**src/hdl/klt_pkg.sv**
```systemverilog
package klt_pkg;

    localparam int KEY_COUNT = 12;
    localparam int KEY_W     = (KEY_COUNT > 1) ? $clog2(KEY_COUNT) : 1;

    localparam int LED_W       = 4;
    localparam int BATCH_W     = 24;
    localparam int GREEN_BASE  = 12;
    localparam int NODE_W      = 7;
    localparam int MODES_W     = 24;
    localparam int FRAME_ID_W  = 11;
    localparam int TARGET_W    = 10;
    localparam int CODE_W      = 10;

    localparam logic [FRAME_ID_W-1:0] ID_PDO_IN  = 11'h180;
    localparam logic [TARGET_W-1:0]   ID_PDO_OUT = 10'h200;
    localparam logic [CODE_W-1:0]     BATCH_CODE = 10'd1000;
    localparam logic [NODE_W-1:0]     NODE_RESET = 7'h15;
    localparam logic [LED_W-1:0]      LED_MAX    = 4'd15;

    localparam int Q_DEPTH = 2;
    localparam int Q_PTR_W = (Q_DEPTH > 1) ? $clog2(Q_DEPTH) : 1;
    localparam int Q_CNT_W = $clog2(Q_DEPTH + 1);

    typedef enum logic [2:0] {
        OP_FRAME    = 3'd0,
        OP_READ_KEY = 3'd1,
        OP_UNLOCK   = 3'd2,
        OP_SET_LED  = 3'd3,
        OP_BATCH    = 3'd4,
        OP_READ_LED = 3'd5
    } t_opcode;

    typedef enum logic [1:0] {
        MODE_MOMENTARY = 2'd0,
        MODE_LATCH     = 2'd1,
        MODE_TOGGLE    = 2'd2,
        MODE_LATCH_ALT = 2'd3
    } t_key_mode;

    typedef enum logic [1:0] {
        KIND_KEY   = 2'd0,
        KIND_LED   = 2'd1,
        KIND_BATCH = 2'd2
    } t_result_kind;

    typedef enum logic [0:0] {
        CFG_NODE_ID     = 1'b0,
        CFG_LATCH_MODES = 1'b1
    } t_cfg_reg;

    typedef enum logic [2:0] {
        CMD_FRAME,
        CMD_READ_KEY,
        CMD_UNLOCK,
        CMD_SET_LED,
        CMD_BATCH,
        CMD_READ_LED
    } t_cmd_kind;

    typedef struct packed {
        t_cmd_kind              kind;
        logic                   idx_ok;
        logic [KEY_W-1:0]       idx;
        logic [KEY_COUNT-1:0]   keys;
        logic [LED_W-1:0]       led;
    } t_cmd;

    typedef struct packed {
        logic [NODE_W-1:0]  node_id;
        logic [MODES_W-1:0] latch_modes;
    } t_cfg;

    typedef struct packed {
        logic full;
        logic empty;
    } t_q_stat;

endpackage

```
**src/hdl/klt_if.sv**
```systemverilog
interface klt_in_if;
    logic        valid;
    logic        ready;
    logic [2:0]  opcode;
    logic [10:0] frame_id;
    logic [15:0] key_bits;
    logic [3:0]  key_index;
    logic [9:0]  led_code;

    modport source (output valid, opcode, frame_id, key_bits, key_index, led_code,
                    input ready);
    modport sink   (input valid, opcode, frame_id, key_bits, key_index, led_code,
                    output ready);
endinterface

interface klt_out_if;
    logic        valid;
    logic        ready;
    logic [1:0]  result_kind;
    logic        key_value;
    logic [3:0]  led_value;
    logic [23:0] led_batch;
    logic [9:0]  batch_target;

    modport source (output valid, result_kind, key_value, led_value, led_batch,
                    batch_target, input ready);
    modport sink   (input valid, result_kind, key_value, led_value, led_batch,
                    batch_target, output ready);
endinterface

interface klt_cfg_if;
    logic        valid;
    logic        ready;
    logic        index;
    logic [23:0] data;

    modport source (output valid, index, data, input ready);
    modport sink   (input valid, index, data, output ready);
endinterface

```
**src/hdl/klt_front.sv**
```systemverilog
module klt_front (
    input  logic                i_clk,
    input  logic                i_rst_n,
    klt_in_if.sink              i_in,
    klt_cfg_if.sink             i_cfg,
    input  klt_pkg::t_q_stat    i_q_stat,
    output logic                o_push,
    output klt_pkg::t_cmd       o_cmd,
    output klt_pkg::t_cfg       o_cfg
);

    klt_pkg::t_cfg r_cfg;
    klt_pkg::t_cfg n_cfg;
    logic          w_keep;
    logic          w_idx_ok;
    logic          w_frame_hit;

    assign i_cfg.ready = 1'b1;
    assign i_in.ready  = !i_q_stat.full;
    assign o_cfg       = r_cfg;
    assign o_push      = i_in.valid && i_in.ready && w_keep;

    assign w_idx_ok    = {1'b0, i_in.key_index} < 5'(klt_pkg::KEY_COUNT);
    assign w_frame_hit = i_in.frame_id ==
                         (klt_pkg::ID_PDO_IN + klt_pkg::FRAME_ID_W'(r_cfg.node_id));

    always_comb begin
        o_cmd.kind   = klt_pkg::CMD_FRAME;
        o_cmd.idx_ok = w_idx_ok;
        o_cmd.idx    = i_in.key_index[klt_pkg::KEY_W-1:0];
        o_cmd.keys   = i_in.key_bits[klt_pkg::KEY_COUNT-1:0];
        o_cmd.led    = (i_in.led_code > klt_pkg::CODE_W'(klt_pkg::LED_MAX)) ?
                       klt_pkg::LED_MAX : i_in.led_code[klt_pkg::LED_W-1:0];
        w_keep       = 1'b0;
        unique case (klt_pkg::t_opcode'(i_in.opcode))
            klt_pkg::OP_FRAME: begin
                o_cmd.kind = klt_pkg::CMD_FRAME;
                w_keep     = w_frame_hit;
            end
            klt_pkg::OP_READ_KEY: begin
                o_cmd.kind = klt_pkg::CMD_READ_KEY;
                w_keep     = 1'b1;
            end
            klt_pkg::OP_UNLOCK: begin
                o_cmd.kind = klt_pkg::CMD_UNLOCK;
                w_keep     = w_idx_ok;
            end
            klt_pkg::OP_SET_LED: begin
                if (i_in.key_index == '0 && i_in.led_code == klt_pkg::BATCH_CODE) begin
                    o_cmd.kind = klt_pkg::CMD_BATCH;
                    w_keep     = 1'b1;
                end else begin
                    o_cmd.kind = klt_pkg::CMD_SET_LED;
                    w_keep     = w_idx_ok;
                end
            end
            klt_pkg::OP_BATCH: begin
                o_cmd.kind = klt_pkg::CMD_BATCH;
                w_keep     = 1'b1;
            end
            klt_pkg::OP_READ_LED: begin
                o_cmd.kind = klt_pkg::CMD_READ_LED;
                w_keep     = 1'b1;
            end
            default: begin
                w_keep = 1'b0;
            end
        endcase
    end

    always_comb begin
        n_cfg = r_cfg;
        if (i_cfg.valid && i_cfg.ready) begin
            unique case (klt_pkg::t_cfg_reg'(i_cfg.index))
                klt_pkg::CFG_NODE_ID:     n_cfg.node_id     = i_cfg.data[klt_pkg::NODE_W-1:0];
                klt_pkg::CFG_LATCH_MODES: n_cfg.latch_modes = i_cfg.data[klt_pkg::MODES_W-1:0];
                default:                  n_cfg = r_cfg;
            endcase
        end
    end

    always_ff @(posedge i_clk) begin
        if (!i_rst_n) begin
            r_cfg.node_id     <= klt_pkg::NODE_RESET;
            r_cfg.latch_modes <= '0;
        end else begin
            r_cfg <= n_cfg;
        end
    end

endmodule

```
**src/hdl/klt_queue.sv**
```systemverilog
module klt_queue (
    input  logic                i_clk,
    input  logic                i_rst_n,
    input  logic                i_push,
    input  klt_pkg::t_cmd       i_cmd,
    input  logic                i_pop,
    output klt_pkg::t_cmd       o_cmd,
    output klt_pkg::t_q_stat    o_stat
);

    klt_pkg::t_cmd                 r_mem [klt_pkg::Q_DEPTH];
    logic [klt_pkg::Q_PTR_W-1:0]   r_wr_ptr;
    logic [klt_pkg::Q_PTR_W-1:0]   r_rd_ptr;
    logic [klt_pkg::Q_CNT_W-1:0]   r_count;
    logic [klt_pkg::Q_PTR_W-1:0]   n_wr_ptr;
    logic [klt_pkg::Q_PTR_W-1:0]   n_rd_ptr;
    logic [klt_pkg::Q_CNT_W-1:0]   n_count;

    localparam logic [klt_pkg::Q_PTR_W-1:0] PTR_LAST = klt_pkg::Q_PTR_W'(klt_pkg::Q_DEPTH - 1);

    assign o_cmd        = r_mem[r_rd_ptr];
    assign o_stat.full  = r_count == klt_pkg::Q_CNT_W'(klt_pkg::Q_DEPTH);
    assign o_stat.empty = r_count == '0;

    always_comb begin
        n_wr_ptr = r_wr_ptr;
        n_rd_ptr = r_rd_ptr;
        n_count  = r_count;
        if (i_push) begin
            n_wr_ptr = (r_wr_ptr == PTR_LAST) ? '0 : r_wr_ptr + 1'b1;
        end
        if (i_pop) begin
            n_rd_ptr = (r_rd_ptr == PTR_LAST) ? '0 : r_rd_ptr + 1'b1;
        end
        priority if (i_push && !i_pop) begin
            n_count = r_count + 1'b1;
        end else if (i_pop && !i_push) begin
            n_count = r_count - 1'b1;
        end
    end

    always_ff @(posedge i_clk) begin
        if (!i_rst_n) begin
            r_wr_ptr <= '0;
            r_rd_ptr <= '0;
            r_count  <= '0;
        end else begin
            r_wr_ptr <= n_wr_ptr;
            r_rd_ptr <= n_rd_ptr;
            r_count  <= n_count;
        end
    end

    always_ff @(posedge i_clk) begin
        if (i_push) begin
            r_mem[r_wr_ptr] <= i_cmd;
        end
    end

`ifndef ASSERT_OFF
    a_no_overflow: assert property (@(posedge i_clk) disable iff (!i_rst_n)
        !(i_push && o_stat.full && !i_pop))
        else $error("queue push while full");
    a_no_underflow: assert property (@(posedge i_clk) disable iff (!i_rst_n)
        !(i_pop && o_stat.empty))
        else $error("queue pop while empty");
    a_count_range: assert property (@(posedge i_clk) disable iff (!i_rst_n)
        r_count <= klt_pkg::Q_CNT_W'(klt_pkg::Q_DEPTH))
        else $error("queue count out of range");
`endif

endmodule

```
**src/hdl/klt_back.sv**
```systemverilog
module klt_back (
    input  logic                i_clk,
    input  logic                i_rst_n,
    input  klt_pkg::t_cfg       i_cfg,
    input  klt_pkg::t_q_stat    i_q_stat,
    input  klt_pkg::t_cmd       i_cmd,
    output logic                o_pop,
    klt_out_if.source           o_out
);

    logic [klt_pkg::KEY_COUNT-1:0] r_rep;
    logic [klt_pkg::KEY_COUNT-1:0] r_raw;
    logic [klt_pkg::KEY_COUNT-1:0] r_armed;
    logic [klt_pkg::LED_W-1:0]     r_led [klt_pkg::KEY_COUNT];
    logic [klt_pkg::KEY_COUNT-1:0] n_rep;
    logic [klt_pkg::KEY_COUNT-1:0] n_raw;
    logic [klt_pkg::KEY_COUNT-1:0] n_armed;
    logic [klt_pkg::LED_W-1:0]     n_led [klt_pkg::KEY_COUNT];

    logic                          r_out_valid;
    logic [1:0]                    r_kind;
    logic                          r_key_value;
    logic [klt_pkg::LED_W-1:0]     r_led_value;
    logic [klt_pkg::BATCH_W-1:0]   r_batch;
    logic [klt_pkg::TARGET_W-1:0]  r_target;

    logic                          w_emit;
    logic [1:0]                    w_kind;
    logic                          w_key_value;
    logic [klt_pkg::LED_W-1:0]     w_led_value;
    logic [klt_pkg::BATCH_W-1:0]   w_batch;
    logic [klt_pkg::TARGET_W-1:0]  w_target;
    logic [klt_pkg::BATCH_W-1:0]   w_word;
    klt_pkg::t_key_mode            w_mode;

    assign o_pop = !i_q_stat.empty && (!r_out_valid || o_out.ready);

    assign o_out.valid        = r_out_valid;
    assign o_out.result_kind  = r_kind;
    assign o_out.key_value    = r_key_value;
    assign o_out.led_value    = r_led_value;
    assign o_out.led_batch    = r_batch;
    assign o_out.batch_target = r_target;

    assign w_mode = klt_pkg::t_key_mode'(i_cfg.latch_modes[{i_cmd.idx, 1'b0} +: 2]);

    always_comb begin
        w_word = '0;
        for (int k = 0; k < klt_pkg::KEY_COUNT; k++) begin
            w_word[k]                      = r_led[k][0];
            w_word[klt_pkg::GREEN_BASE + k] = r_led[k][2];
        end
    end

    always_comb begin
        klt_pkg::t_key_mode m;
        n_rep       = r_rep;
        n_raw       = r_raw;
        n_armed     = r_armed;
        n_led       = r_led;
        w_emit      = 1'b0;
        w_kind      = klt_pkg::KIND_KEY;
        w_key_value = 1'b0;
        w_led_value = '0;
        w_batch     = '0;
        w_target    = '0;
        m           = klt_pkg::MODE_MOMENTARY;
        if (o_pop) begin
            unique case (i_cmd.kind)
                klt_pkg::CMD_FRAME: begin
                    n_raw = i_cmd.keys;
                    for (int k = 0; k < klt_pkg::KEY_COUNT; k++) begin
                        m = klt_pkg::t_key_mode'(i_cfg.latch_modes[2*k +: 2]);
                        if (i_cmd.keys[k]) begin
                            if (m != klt_pkg::MODE_TOGGLE) begin
                                n_rep[k] = 1'b1;
                            end else if (!r_armed[k]) begin
                                n_armed[k] = 1'b1;
                                n_rep[k]   = !r_rep[k];
                            end
                        end else begin
                            if (m == klt_pkg::MODE_MOMENTARY) begin
                                n_rep[k] = 1'b0;
                            end
                            n_armed[k] = 1'b0;
                        end
                    end
                end
                klt_pkg::CMD_READ_KEY: begin
                    w_emit = 1'b1;
                    w_kind = klt_pkg::KIND_KEY;
                    if (i_cmd.idx_ok) begin
                        w_key_value = r_rep[i_cmd.idx];
                        if (w_mode == klt_pkg::MODE_LATCH ||
                            w_mode == klt_pkg::MODE_LATCH_ALT) begin
                            n_rep[i_cmd.idx] = r_raw[i_cmd.idx];
                        end
                    end
                end
                klt_pkg::CMD_UNLOCK: begin
                    n_rep[i_cmd.idx] = r_raw[i_cmd.idx];
                end
                klt_pkg::CMD_SET_LED: begin
                    n_led[i_cmd.idx] = i_cmd.led;
                end
                klt_pkg::CMD_BATCH: begin
                    w_emit   = 1'b1;
                    w_kind   = klt_pkg::KIND_BATCH;
                    w_batch  = w_word;
                    w_target = klt_pkg::ID_PDO_OUT + klt_pkg::TARGET_W'(i_cfg.node_id);
                end
                klt_pkg::CMD_READ_LED: begin
                    w_emit = 1'b1;
                    w_kind = klt_pkg::KIND_LED;
                    if (i_cmd.idx_ok) begin
                        w_led_value = r_led[i_cmd.idx];
                    end
                end
                default: begin
                    w_emit = 1'b0;
                end
            endcase
        end
    end

    always_ff @(posedge i_clk) begin
        if (!i_rst_n) begin
            r_rep       <= '0;
            r_raw       <= '0;
            r_armed     <= '0;
            r_out_valid <= 1'b0;
            for (int k = 0; k < klt_pkg::KEY_COUNT; k++) begin
                r_led[k] <= '0;
            end
        end else begin
            r_rep   <= n_rep;
            r_raw   <= n_raw;
            r_armed <= n_armed;
            r_led   <= n_led;
            if (w_emit) begin
                r_out_valid <= 1'b1;
            end else if (o_out.ready) begin
                r_out_valid <= 1'b0;
            end
        end
    end

    always_ff @(posedge i_clk) begin
        if (w_emit) begin
            r_kind      <= w_kind;
            r_key_value <= w_key_value;
            r_led_value <= w_led_value;
            r_batch     <= w_batch;
            r_target    <= w_target;
        end
    end

`ifndef ASSERT_OFF
    a_no_pop_on_stall: assert property (@(posedge i_clk) disable iff (!i_rst_n)
        (r_out_valid && !o_out.ready) |-> !o_pop)
        else $error("command taken while result stalled");
    a_key_fields_clear: assert property (@(posedge i_clk) disable iff (!i_rst_n)
        (r_out_valid && r_kind == klt_pkg::KIND_KEY) |->
        (r_led_value == '0 && r_batch == '0 && r_target == '0))
        else $error("key result carries stray fields");
    a_batch_target: assert property (@(posedge i_clk) disable iff (!i_rst_n)
        (r_out_valid && r_kind == klt_pkg::KIND_BATCH) |->
        (r_target == klt_pkg::ID_PDO_OUT + klt_pkg::TARGET_W'(i_cfg.node_id)))
        else $error("batch target does not match node");
`endif

endmodule

```
**src/hdl/keypad_latch_toggle_led_table.sv**
```systemverilog
// Channel   Dir  Beat payload
// i_in      in   opcode, frame_id, key_bits, key_index, led_code
// o_out     out  result_kind, key_value, led_value, led_batch, batch_target
// i_cfg     in   index (0 node_id, 1 latch_modes), data
//
// One beat per cycle while o_out is ready; commands are queued, results registered.
// Front decodes into a two-entry command queue; back pops one per unstalled cycle.
// Output register stalls the back only; the queue absorbs it until full.
// i_rst_n synchronous: node_id 0x15, modes, key state and LED table cleared.
// The front drops foreign frames, bad opcodes and bad-index unlock/set-LED items.
module keypad_latch_toggle_led_table (
    input  logic       i_clk,
    input  logic       i_rst_n,
    klt_in_if.sink     i_in,
    klt_cfg_if.sink    i_cfg,
    klt_out_if.source  o_out
);

    logic              w_push;
    logic              w_pop;
    klt_pkg::t_cmd     w_cmd_in;
    klt_pkg::t_cmd     w_cmd_out;
    klt_pkg::t_q_stat  w_q_stat;
    klt_pkg::t_cfg     w_cfg;

    klt_front u_front (
        .i_clk    (i_clk),
        .i_rst_n  (i_rst_n),
        .i_in     (i_in),
        .i_cfg    (i_cfg),
        .i_q_stat (w_q_stat),
        .o_push   (w_push),
        .o_cmd    (w_cmd_in),
        .o_cfg    (w_cfg)
    );

    klt_queue u_queue (
        .i_clk    (i_clk),
        .i_rst_n  (i_rst_n),
        .i_push   (w_push),
        .i_cmd    (w_cmd_in),
        .i_pop    (w_pop),
        .o_cmd    (w_cmd_out),
        .o_stat   (w_q_stat)
    );

    klt_back u_back (
        .i_clk    (i_clk),
        .i_rst_n  (i_rst_n),
        .i_cfg    (w_cfg),
        .i_q_stat (w_q_stat),
        .i_cmd    (w_cmd_out),
        .o_pop    (w_pop),
        .o_out    (o_out)
    );

endmodule
```
**src/flat_wrapper.sv**
```systemverilog
// flat-port wrapper written by rule: the top's interface ports become plain ports
module keypad_latch_toggle_led_table_flat 
  (i_clk, i_rst_n, i_in_valid, i_in_opcode, i_in_frame_id, i_in_key_bits, i_in_key_index, i_in_led_code, i_in_ready, i_cfg_valid, i_cfg_index, i_cfg_data, i_cfg_ready, o_out_valid, o_out_result_kind, o_out_key_value, o_out_led_value, o_out_led_batch, o_out_batch_target, o_out_ready);
  klt_in_if i_in_i ();
  klt_cfg_if i_cfg_i ();
  klt_out_if o_out_i ();
  input  logic i_clk;
  input  logic i_rst_n;
  input wire logic [$bits(i_in_i.valid)-1:0] i_in_valid;
  input wire logic [$bits(i_in_i.opcode)-1:0] i_in_opcode;
  input wire logic [$bits(i_in_i.frame_id)-1:0] i_in_frame_id;
  input wire logic [$bits(i_in_i.key_bits)-1:0] i_in_key_bits;
  input wire logic [$bits(i_in_i.key_index)-1:0] i_in_key_index;
  input wire logic [$bits(i_in_i.led_code)-1:0] i_in_led_code;
  output wire logic [$bits(i_in_i.ready)-1:0] i_in_ready;
  input wire logic [$bits(i_cfg_i.valid)-1:0] i_cfg_valid;
  input wire logic [$bits(i_cfg_i.index)-1:0] i_cfg_index;
  input wire logic [$bits(i_cfg_i.data)-1:0] i_cfg_data;
  output wire logic [$bits(i_cfg_i.ready)-1:0] i_cfg_ready;
  output wire logic [$bits(o_out_i.valid)-1:0] o_out_valid;
  output wire logic [$bits(o_out_i.result_kind)-1:0] o_out_result_kind;
  output wire logic [$bits(o_out_i.key_value)-1:0] o_out_key_value;
  output wire logic [$bits(o_out_i.led_value)-1:0] o_out_led_value;
  output wire logic [$bits(o_out_i.led_batch)-1:0] o_out_led_batch;
  output wire logic [$bits(o_out_i.batch_target)-1:0] o_out_batch_target;
  input wire logic [$bits(o_out_i.ready)-1:0] o_out_ready;
  assign i_in_i.valid = i_in_valid;
  assign i_in_i.opcode = i_in_opcode;
  assign i_in_i.frame_id = i_in_frame_id;
  assign i_in_i.key_bits = i_in_key_bits;
  assign i_in_i.key_index = i_in_key_index;
  assign i_in_i.led_code = i_in_led_code;
  assign i_in_ready = i_in_i.ready;
  assign i_cfg_i.valid = i_cfg_valid;
  assign i_cfg_i.index = i_cfg_index;
  assign i_cfg_i.data = i_cfg_data;
  assign i_cfg_ready = i_cfg_i.ready;
  assign o_out_valid = o_out_i.valid;
  assign o_out_result_kind = o_out_i.result_kind;
  assign o_out_key_value = o_out_i.key_value;
  assign o_out_led_value = o_out_i.led_value;
  assign o_out_led_batch = o_out_i.led_batch;
  assign o_out_batch_target = o_out_i.batch_target;
  assign o_out_i.ready = o_out_ready;
  keypad_latch_toggle_led_table u_core (.i_clk(i_clk), .i_rst_n(i_rst_n), .i_in(i_in_i), .i_cfg(i_cfg_i), .o_out(o_out_i));
endmodule
```
**config.mk**
```make
export PLATFORM = sky130hd
export DESIGN_NAME = keypad_latch_toggle_led_table_flat
export DESIGN_NICKNAME = d
export VERILOG_FILES = /design/src/hdl/klt_pkg.sv /design/src/hdl/klt_if.sv /design/src/hdl/klt_front.sv /design/src/hdl/klt_queue.sv /design/src/hdl/klt_back.sv /design/src/hdl/keypad_latch_toggle_led_table.sv /design/src/flat_wrapper.sv
export SDC_FILE = /design/constraint.sdc
export NUM_CORES = 1
export LEC_CHECK = 0
export BUFFER_PORTS_ARGS = -buffer_cell sky130_fd_sc_hd__buf_2
export CAP_MARGIN = 20
export CORE_ASPECT_RATIO = 1.1
export CORE_MARGIN = 5
export CORE_UTILIZATION = 55
export CTS_BUF_LIST = sky130_fd_sc_hd__clkbuf_16
export CTS_CLUSTER_DIAMETER = 80
export DETAILED_ROUTE_END_ITERATION = 8
export PLACE_DENSITY = 0.86
export RECOVER_POWER = 50
export SLEW_MARGIN = 20
export SYNTH_ARGS = -nofsm -noshare
export SYNTH_HDL_FRONTEND = slang
export SYNTH_HIERARCHICAL = 1
export SYNTH_SLANG_ARGS = --single-unit
```
**constraint.sdc**
```tcl
create_clock -name i_clk -period 6.9 [get_ports i_clk]
set_input_delay 1.035 -clock i_clk [delete_from_list [all_inputs] [get_ports i_clk]]
set_output_delay 1.035 -clock i_clk [all_outputs]
set_load 0.02 [all_outputs]
```
# Yosys cells after proc, flatten, opt, wreduce, memory -nomap -nowiden
# Memory sizes are Yosys's and may differ from the RTL's. A register that Yosys moved wholly into a read port is not among the register bits.
# Cells that the tools add are included.
# totals
word_cells	314
in_bits	74
ramBits	48
memories	1
register_bits	161
# mem_list
memory	depth	word_bits	read_ports	rd_ports_with_merged_regs	write_ports	line	text
u_core.u_queue.r_mem	2	24	1	1	1	klt_queue.sv:11	klt_pkg::t_cmd r_mem [klt_pkg::Q_DEPTH];
# op_classes
n_lt_le_gt_ge	6
reduce_logical	79
bitwise	2
eq_ne	65
n_shift	1
addsub	6
n_mux	106
# op_table
op	n
1-bit two-way mux	86
6-bit AND reduction	12
2-bit != test (second input constant)	26
48-bit bitwise mux	1
4-bit != test (second input constant)	12
3-bit AND reduction	14
3-bit != test (second input constant)	12
12-bit case mux with 3 select lines	1
2-bit zero test	13
12-bit two-way mux	2
24-bit by 6-bit variable part select with 2-bit output	1
1-bit zero test	17
4-bit binary-select mux with 4-bit select	1
4-bit demux with 4-bit select	1
4-bit two-way mux	4
3-bit case mux with 5 select lines	1
12-bit bitwise mux	1
3-bit by 2-bit == test with 1-bit output (second input constant)	4
3-bit == test (second input constant)	4
11-bit by 10-bit == test with 1-bit output	1
10-bit by 7-bit adder with 10-bit output (first input constant)	1
9-bit by 7-bit adder with 10-bit output (first input constant)	1
10-bit == test (second input constant)	1
10-bit by 4-bit greater-than comparator with 1-bit output (second input constant)	1
other kinds (27)	47

# Logic depth before layout (Yosys ltp)
# logic_depth
word_depth	9
ltp_mapped	10
depth_no_buf	9

# By module
# The synthesis kept the hierarchy.
# modules_own_cells
module	area_each_um2	instances	seq_area_each_um2	cells_each
klt_back	6042.0	1	2872.8	629
klt_queue	1950.6	1	1541.5	97
klt_front	1526.5	1	620.6	190

# Worst setup path before layout
# OpenSTA, ideal clock, no wires.
# synth_path
path_kind	in2reg
start	input i_in_frame_id[9]
end	memory u_core/u_queue/r_mem[0][0] in the netlist's numbering, enable pin
required_ps	6491
path_stages	5
path_buffers	0
arrival_ps	2921
setup_slack_ps	3570
cell_sequence	nor4bb_1 nand4_1 o21ai_0 and4_1 nor2b_1
# synth_between
elab_chain_len	5
# synth_lines
item	line	text
start, declared	flat_wrapper.sv:11	input wire logic [$bits(i_in_i.frame_id)-1:0] i_in_frame_id;
11-bit by 10-bit == test with 1-bit output	klt_front.sv:24	assign w_frame_hit = i_in.frame_id ==
1-bit case mux with 4 select lines	klt_front.sv:35	unique case (klt_pkg::t_opcode'(i_in.opcode))
1-bit logical AND	klt_front.sv:21	assign o_push = i_in.valid && i_in.ready && w_keep;
named net u_core.w_push	keypad_latch_toggle_led_table.sv:19	logic w_push;
1-bit two-way mux	klt_queue.sv:55	if (i_push) begin
1-bit two-way mux (implied by the code)	klt_queue.sv:56	r_mem[r_wr_ptr] <= i_cmd;
end, declared	klt_queue.sv:11	
# The timed path passes the listed nets, and every way through them passes these cells.

==> results.toml <==
[grt]
grt_pass1_wl_mm = 33.6
first_global_vias = 6711
global_route.usage.total = 0.206
initial_antenna_violation_count = 0
globalRouteOverflowTotal = 0
maximum_number_of_pins_on_one_net_before_global_route_repair = 122

[yosys]
yosys.cell_types.count = 50
synth_top_flop_cell = "dfxtp_1"
post_syn_instances = 916
synth-edff-count = 87
ys_async_sr_fraction = 0
synthesis.yosys.warnings = 6
yosysSeqAreaShare = 0.529
postSynthRegisterBits = 208
mappedNetlistArea_um2 = 9520
synth.avg_cell_area_um2 = 10.4

[timing]
fin_setup_tns_ns = 0
worst_slew_margin_relative_to_its_limit = -1.88
drv_slew = 147
timing_worst_slew_pin_value_ns = 4.32
layout_setup_ws_ns = 2.44
rsz0062_at_grt = "false"
final_hold_viol_count = 0
period_needed_ns = 4.46
clock.fmax_mhz = 224
worst_hold_slack_ns = 0.468
setup_violations = 0
final.setup_skew_ns = 0.0130
timing.final.crit_share = 0.646

[cells_and_area]
stdcell_area_um2 = 10600
n_antenna_cell = 0
post_route_cells_drive_above_1_share = 0.144
area_growth_pct = 11.8
final.fill_count = 1386
fin_util = 0.626
nets = 1059

[drt]
starting_drc_count_in_detailed_routing = 583
routedWlPerCell_um = 17.1
routed_wirelength_mm = 21.0
drtPass1Iterations = 5
avgViaCountPerCell = 5.67
drt.antenna.violating_nets = 0
drcViolationCount = 0
vias = 6995

[floorplan]
initial_core_util = 0.559
design.portCount = 118
floorplan.die_area_um2 = 20000
fp.coreArea_um2 = 17000
die_height_um = 148
die_width_um = 135
placement_rows = 50

[clock_tree]
cts.repair_timing.setup_buffer_count = 0
clkSlewWorstSetupHoldPaths_ns = 0.06
cts_htree_levels = 1
clock_path_buffers = 3
hold_fix_buffers_at_cts = 0
post_cts_resize_count = 0
clock-root-buffer = "clkbuf_16"
clock_insertion_delay_at_the_later_pin_of_the_skew_report_ns = 0.50
numClockSinks = 208
tritoncts = "done"
numCtsBuffers = 21

[placed_design]
numPortBuffers = 110
final_replace_weighted_congestion = 0.858
preCtsSetupSlack_ns = 3.00
placement.cell_area_um2 = 10100
dp_hpwl_mm = 14.2

[pwr]
p_per_area_nw_per_um2 = 327
power.leakage_nw = 3.93
ir_worst_vdd_mv = 0.187

[worst_setup_path]
critPathBufInv = 2
timing.setup.critical_path_class = "in2reg"
crit_family = "buffers and inverters"
max_stage_delay_on_crit_path_ns = 3.00
worstPathMaxFanout = 121
worst_ep_required_time_ns = 7.31
worst_ep_arrival_ns = 4.87
cp-end-kind = "register"
cp-start-kind = "input pin"
crit_chain = "buf_2 > clkbuf_1 > o21ai_0 > nor2_1"
critical_path.slowest_cell = "clkbuf_1"

[min_path]
worst_hold_path_type = "reg2reg"

[flow_run]
maxCapViolations = 2

[status]
violations = "capacitance limit, slew limit"
outcome = "complete, but fails checks"
registers in the layout, summed over array words and instances, names as in the netlist, named ones only:
signal                            count
u_core/u_back/o_out.led_value         4
u_core/u_back/o_out.result_kind       2
u_core/u_queue/r_count                2
u_core/u_queue/r_rd_ptr               1
u_core/u_back/r_rep                  12
u_core/u_queue/r_wr_ptr               1
u_core/u_back/o_out.valid             1
u_core/u_back/o_out.batch_target      8
u_core/u_front/o_cfg                 31
u_core/u_back/o_out.led_batch        24
u_core/u_back/o_out.key_value         1
u_core/u_back/r_led                  48
u_core/u_back/r_armed                12
u_core/u_back/r_raw                  12
u_core/u_queue/r_mem                 48
Yosys cell counts, drive strengths merged (4+ instances only):
cell type,count,area share
or2,6,0.0042
nand2b,17,0.011
a31oi,12,0.0079
a21boi,69,0.054
a21oi,25,0.013
dfxtp,121,0.25
o21ai,69,0.036
o211a,13,0.014
clkbuf,44,0.017
buf,27,0.020
and2,37,0.024
nor4,5,0.0049
nor2,34,0.013
a41o,12,0.013
edfxtp,87,0.27
o211ai,7,0.0055
nand3,25,0.013
mux4,17,0.040
mux2i,26,0.027
and3,4,0.0026
mux2,24,0.028
xnor2,9,0.0083
nand2,148,0.059
nor2b,29,0.019
inv,19,0.0075
or3,4,0.0026
nor3,5,0.0026
cell type report:
cell class                 count  area (µm²)  area share
clock inverter                16         129      0.0121
clock buffer                  22         551      0.0517
inverter                      19        71.3     0.00670
tap                          234         293      0.0275
multi-input combinational    619        4050       0.381
sequential                   208        5030       0.473
timing repair buffer         115         514      0.0483
worst paths after layout:
| kind | from | to | slack, ns | cells after the start |
|---|---|---|---|---|
| max reg2reg | register | u_core/u_back/o_out.led_value[2] | 2.96 | 4 |
| min reg2reg | u_core/u_back/r_armed[9] | u_core/u_back/r_armed[9] | 0.47 | 2 |
| min | u_core/u_back/r_armed[9] | u_core/u_back/r_armed[9] | 0.47 | 2 |
| max | i_rst_n | u_core/u_back/r_armed[1] | 2.44 | 4 |
metal layers:
metal / up-vias / track usage / part of all wire
met4: 0 / 0.0867 / 0.039
met5: - / 0 / 0
met3: 51 / 0.0337 / 0.070
li1: 3351 / - / -
met1: 3306 / 0.272 / 0.42
met2: 287 / 0.336 / 0.47
logic make-up (layout without fill, tap and decap cells):
| kind of cell | Yosys count | in the layout | synth area share |
|---|---|---|---|
| multiplexers | 67 | 67 | 0.0960 |
| flip-flops | 208 | 208 | 0.529 |
| other | 2 | 3 | 0.000789 |
| adder cells (fa/ha/maj) | 1 | 1 | 0.00131 |
| buffers and inverters | 90 | 172 | 0.0452 |
| AO/OA/AOI/OAI | 213 | 213 | 0.151 |
| XOR/XNOR | 11 | 11 | 0.0101 |
| AND/OR/NAND/NOR | 324 | 324 | 0.166 |
layout by cell type, fill, tap and decap left out, types with 13 or more instances in the layout:
| cell | instances |
|---|---|
| clkbuf_16 | 22 |
| edfxtp_1 | 87 |
| mux2_2 | 23 |
| inv_1 | 21 |
| and2_1 | 35 |
| o21ai_0 | 69 |
| buf_2 | 57 |
| nor2b_1 | 29 |
| a21boi_0 | 68 |
| clkbuf_1 | 55 |
| nor2_1 | 33 |
| mux2i_1 | 26 |
| dfxtp_1 | 121 |
| nand2_1 | 147 |
| nand2b_1 | 17 |
| nand3_1 | 25 |
| o211a_1 | 13 |
| a21oi_1 | 25 |
| mux4_2 | 17 |
worst reg2reg max path, stage by stage, from the launching register on:
cell and delay, ns:
dfxtp_1 1.01, mux2_1 0.53, nor3_1 0.30, and3_1 0.84, or2_2 0.86
report_power, final:
group	internal [W]	switching (W)	total, W
registers	0.00143	0.0000833	0.00151
clock network	0.000654	0.000458	0.00111
logic	0.000306	0.000555	0.000861
metrics by stage:
stage                     power, W  cells
final                      0.00348   1233
after detailed placement   0.00239   1195
after floorplan            0.00217    917
after global routing       0.00364   1233
after CTS                  0.00351   1233
after global placement     0.00237   1195
Power figures use the tool's default switching activity.
